==> src/rtl/segment_intersection_distance_unit_defines.svh <==
// assertion macros for the segment intersection distance unit
`ifndef SEGMENT_INTERSECTION_DISTANCE_UNIT_DEFINES_SVH
`define SEGMENT_INTERSECTION_DISTANCE_UNIT_DEFINES_SVH

// same-cycle implication, sampled on clk_i, off while rst_ni is low
`define SIDU_ASSERT_IMP(lbl, ante, cons) \
  lbl: assert property (@(posedge clk_i) disable iff (!rst_ni) (ante) |-> (cons)) \
    else $error("sidu assertion failed");

// next-cycle implication, sampled on clk_i, off while rst_ni is low
`define SIDU_ASSERT_NXT(lbl, ante, cons) \
  lbl: assert property (@(posedge clk_i) disable iff (!rst_ni) (ante) |=> (cons)) \
    else $error("sidu assertion failed");

`endif

==> src/rtl/sidu_pkg.sv <==
// shared constants for the segment intersection distance unit
package sidu_pkg;

  // width of one signed fixed-point coordinate
  localparam int unsigned COORD_BITS = 24;

endpackage

==> src/rtl/sidu_sqrt.sv <==
// pipelined integer square root, one root bit per stage
module sidu_sqrt #(
  parameter int unsigned W = sidu_pkg::COORD_BITS + 1
) (
  input  logic           clk_i,
  input  logic           en_i,
  input  logic [2*W-1:0] sq_i,
  output logic [W-1:0]   root_o
);
  localparam int unsigned RW = W + 3;

  logic [RW-1:0]  rem_q  [W];
  logic [W-1:0]   root_q [W];
  logic [2*W-1:0] sq_q   [W];

  for (genvar k = 0; k < W; k++) begin : g_stage
    logic [RW-1:0]  rem_in, rem_sh, trial, rem_d;
    logic [W-1:0]   root_in, root_d;
    logic [2*W-1:0] sq_in;

    if (k == 0) begin : g_first
      assign rem_in  = '0;
      assign root_in = '0;
      assign sq_in   = sq_i;
    end else begin : g_next
      assign rem_in  = rem_q[k-1];
      assign root_in = root_q[k-1];
      assign sq_in   = sq_q[k-1];
    end

    assign rem_sh = {rem_in[RW-3:0], sq_in[2*W-1-2*k -: 2]};
    assign trial  = {1'b0, root_in, 2'b01};

    always_comb begin
      rem_d  = rem_sh;
      root_d = {root_in[W-2:0], 1'b0};
      if (rem_sh >= trial) begin
        rem_d  = rem_sh - trial;
        root_d = {root_in[W-2:0], 1'b1};
      end
    end

    always_ff @(posedge clk_i) begin
      if (en_i) begin
        rem_q[k]  <= rem_d;
        root_q[k] <= root_d;
        sq_q[k]   <= sq_in;
      end
    end
  end

  assign root_o = root_q[W-1];
endmodule

==> config.mk <==
export PLATFORM = sky130hd
export DESIGN_NAME = sidu_sqrt
export DESIGN_NICKNAME = d
export VERILOG_FILES = /design/src/rtl/segment_intersection_distance_unit_defines.svh /design/src/rtl/sidu_pkg.sv /design/src/rtl/sidu_sqrt.sv
export SDC_FILE = /design/constraint.sdc
export NUM_CORES = 2
export LEC_CHECK = 0
export BUFFER_PORTS_ARGS = -buffer_cell sky130_fd_sc_hd__buf_4
export CAP_MARGIN = 5
export CORE_ASPECT_RATIO = 0.6
export CORE_MARGIN = 2
export CORE_UTILIZATION = 30
export CTS_CLUSTER_DIAMETER = 50
export CTS_CLUSTER_SIZE = 40
export DETAILED_ROUTE_END_ITERATION = 10
export HOLD_SLACK_MARGIN = 0.08
export SETUP_SLACK_MARGIN = 0.02
export SKIP_LAST_GASP = 1
export SYNTH_ARGS = -nofsm -noshare
export SYNTH_HDL_FRONTEND = slang
export SYNTH_SLANG_ARGS = --single-unit
==> constraint.sdc <==
create_clock -name clk_i -period 4.5 [get_ports clk_i]
set_input_delay 0.9 -clock clk_i [delete_from_list [all_inputs] [get_ports clk_i]]
set_output_delay 0.9 -clock clk_i [all_outputs]
set_load 0.05 [all_outputs]
Word level (Yosys, flattened, before mapping) --
Memory sizes are Yosys's and may differ from the RTL's. Cells that the tools add are included.
Cells by class: multiplexer cells 52, reduce and logical (&&, ||, !) cells 0, add/sub/neg operators 25, bitwise gates (word level) 0, $mul 0, div/mod/pow operators 0, eq/ne operators 0, $lt $le $gt $ge 25, shift-type cells 0
Operators with widths (number):
- $mux W28 | 25
- $ge A28 B27 Y1 | 24
- $sub A28 B27 Y28 | 24
- $mux W1 | 27
- $sub A2 B1 Y3 const B | 1
- $ge A2 B1 Y1 const B | 1
Storage, ports and cells: input port bits 52, output and inout bits 25, memories 3, logic and storage cells 105, ROM bits 0, bits in registers 0, latch bits 0, memory bits (writable) 2575
Memories:
- sq_q | words 25, bits a word 50, read ports 24, clocked after memory_dff 0, wr ports 25, RTL line sidu_sqrt.sv:14 | logic [2*W-1:0] sq_q [W];
- rem_q | words 25, bits a word 28, read ports 24, clocked after memory_dff 0, wr ports 25, RTL line sidu_sqrt.sv:12 | logic [RW-1:0] rem_q [W];
- root_q | words 25, bits a word 25, read ports 25, clocked after memory_dff 0, wr ports 25, RTL line sidu_sqrt.sv:13 | logic [W-1:0] root_q [W];

Depth between registers and ports, before layout --
An unclocked memory read counts as a cell.
depth after elaboration 3, mapped depth 14, depth with buffers taken out 12

Worst setup path before layout --
No wires, ideal clock.
path type register to register, from mem rem_q[0][64] (netlist bit), to mem rem_q[0][87] (netlist bit), data pin, required time 4.240 ns, setup slack 1.202 ns, clock period less this slack 3.298 ns, setup time 0.260 ns, data arrival time 3.038 ns, path buffers 1, stages on the path, launching flop included 9, cells stage by stage edfxtp_1 -> or4_4 -> or4b_4 -> or4_4 -> or3_4 -> nand2b_4 -> or2_4 -> buf_6 -> mux2_4
RTL lines (RTL line):
- start, declared | sidu_sqrt.sv:12

==> results.txt <==
outcome: finished clean
GRT Overall Usage: 0.110
layout cells sized above 1: 0.0784
HP Class: input pin to flip-flop
final hold viol count: 0
Resized cells post-CTS: 0
Final ANT Viol Nets: 0
mux share of post-synthesis cell area: 0.0106
Die X: 627 um
core area: 0.232 sq mm
Post-Synth Simple-Gate Area: 0.0966
Final Cycle Share: 0.880
fmax: 0.253 GHz
final setup fails: 0
setup bufs post-CTS: 0
Worst-Margin Slew: 0.953 ns
post-synthesis compound-gate area fraction: 0.0911
flop and latch count out of synthesis: 1514
crit path from: root_q[1][128]
drt drc: 0
Slew Limit Fails: 0
Fin Clk Skew: 0.0969 ns
Syn Inst Count: 5344
max-cap check violation count: 0
setup repair after global routing missed its margin: false
Placer Congestion: 0.862
Synth Net Count: 5748
post-DR vias/cell: 4.67
Hold-fix buffers, CTS: 0
area of the multi-input gates: 0.0225 sq mm
die height: 378 um
FF/Latch Area: 0.0455 sq mm
reg2reg end: rem_q[2][175]
Setup crit start kind: flip-flop
grt ovf: 0
Port Buffer Count: 76
post-DP HPWL: 93.2 mm
number of DRC markers in iteration 0: 3930
largest family of logic cells by synthesized area: simple AND/OR/NAND/NOR gates
drt pass-1 iters: 6
FILL cells: 22445
Synth area leader: edfxtp_1
P per Cell Area: 471 mW/mm^2
global-route wire length before repair: 213 mm
worst skew pair latency: 0.79 ns
Post-Synth Adder-Cell Area: 0.0630
wire length per cell: 15.3 um
Worst Path Max Fanout: 25
Worst EP required: 5.01 ns
Max clock buf depth: 3
Mapped Avg Cell Area: 13.1 sq um
CTS tree: yes
top cells by area, synth: edfxtp_1 65%, ha_1 6.3%, xnor2_1 3.5%
final WL: 133 mm
Worst Setup EP: rem_q[2][175]
number of synthesized flops with an enable pin: 1514
Post-synth ARST share: 0
routed vias: 40697
Pleak: 0.0296 uW
CTS HTree Levels: 3
commonest non-fill, non-tap cell in the layout: edfxtp_1
Yosys warning count: 0
slew margin rel.: 0.358
Synth Area in XOR/XNOR: 0.0586
clock slew at reported path FFs: 0.11 ns
Area Growth Syn to Fin: 13.0%
most frequent cells in the layout: 1514 x edfxtp_1, 461 x inv_1, 356 x nor2_1, 352 x ha_1, 350 x a21oi_1
Cell Area, Synth: 0.0699 sq mm
Clock Sink Count: 1514
Initial Util: 0.301
Core Rows: 137
worst r2r path cells: 11
Seq/Total Area, Yosys: 0.650
Finished Core Util: 0.340
endpoint class of the critical path: flip-flop
Final nets: 5894
count of cell types in the netlist: 82
vias in the first global route: 38368
Yosys top cell area share: 0.650
WHS Path Cells: 1
die area: 0.237 sq mm
CTS buffer count: 111
Data arrival, critical path: 4.47 ns
kind of critical path: flip-flop to flip-flop
Place WS: 0.681 ns
worst setup margin: 0.540 ns
Synth Flop Type: edfxtp_1
largest net degree at the start of global routing: 161
Max VDD drop: 438 uV
setup_tns: 0 ns
number of primary I/O pins: 77
Clock Root Buffer: clkbuf_16
FF-to-FF Start: root_q[1][128]
antenna violations before repair: 3
R2R setup slack: 0.54 ns
crit path time final: 3.96 ns
final hold slack: 0.258 ns
worst max-delay path, stage by stage, from the launching register on:
cell,delay [ns]
edfxtp_1,0.37
inv_1,0.05
ha_1,0.36
nand3_1,0.19
a211oi_1,0.42
o31ai_1,0.24
a21oi_1,0.33
a311oi_1,0.16
o21ai_0,0.35
a211o_1,0.60
buf_12,0.25
mux2_2,0.35
sequential cells by signal (all words and copies together), names as in the netlist:
name	count
root_q	325
sq_q	600
rem_q	589
kinds of logic (layout without fill, tap and decap cells):
family | after synthesis | in the layout
multiplexers | 66 | 66
other | 1 | 2
AND/OR/NAND/NOR | 1359 | 1359
AO/OA/AOI/OAI | 1031 | 1031
adder cells (fa/ha/maj) | 352 | 352
XOR/XNOR | 468 | 468
buffers and inverters | 553 | 795
flip-flops | 1514 | 1514
how the worst min path moves through the flow:
stage                start      endpoint  slack [ns]
2_1_floorplan  sq_q[0][50]  sq_q[0][100]        0.40
3_3_place_gp   sq_q[0][90]  sq_q[0][140]        0.40
3_5_place_dp   sq_q[0][55]  sq_q[0][105]        0.40
4_1_cts           sq_i[30]   sq_q[0][30]        0.17
5_1_grt           sq_i[39]   sq_q[0][39]        0.19
6_report          sq_i[30]   sq_q[0][30]        0.26
synth_stat cells, types with 6 or more instances:
library cell / n
a2111oi_0: 16
a211o_1: 6
a211oi_1: 25
a21boi_0: 11
a21o_1: 125
a21oi_1: 351
a31oi_1: 26
a41oi_1: 9
and2_1: 16
and3_1: 25
buf_1: 6
clkbuf_1: 82
edfxtp_1: 1514
ha_1: 352
inv_1: 461
mux2_2: 57
mux2i_1: 7
nand2_1: 305
nand2b_1: 73
nand3_1: 101
nand3b_1: 21
nand4_1: 58
nand4b_1: 8
nor2_1: 356
nor2b_1: 66
nor3_1: 136
nor3b_1: 13
nor4_1: 60
nor4b_1: 6
o2111ai_1: 6
o211ai_1: 19
o21a_1: 80
o21ai_0: 234
o21bai_1: 29
o22ai_1: 9
o31ai_1: 31
o41ai_1: 8
or2_2: 22
or3_1: 42
or4_1: 24
xnor2_1: 277
xor2_1: 191
through the flow:
stage | instances | power (uW) | cell area (sq um)
floorplan | 5344 | 23700 | 69900
global placement | 8504 | 25900 | 74700
detailed placement | 8504 | 26000 | 74700
CTS | 8713 | 37500 | 79000
global route | 8713 | 39100 | 79000
finish | 8714 | 37200 | 79000
final cells by class:
type,instances,area share
well taps,3127,0.0495
clock inverters,95,0.0196
clock buffers,114,0.0353
flip-flops and latches,1514,0.575
multi-input cells,3277,0.284
diodes,1,0.0000317
inverters,463,0.0220
repair buffers,123,0.0137
routing by layer:
layer | GRT usage | vias to the layer above | wire length [um]
met5 | 0 | - | 0
met4 | 0.0237 | 0 | 2240
met3 | 0.0193 | 168 | 7830
met2 | 0.145 | 1063 | 50500
met1 | 0.183 | 19483 | 72500
li1 | - | 19983 | -
power breakdown:
group	internal, uW	switching (uW)	leakage [uW]
clock network	5280	6050	0.00205
logic	3010	4110	0.0131
registers	17700	1070	0.0145
total	25900	11200	0.0296
Power figures use the tool's default switching activity.
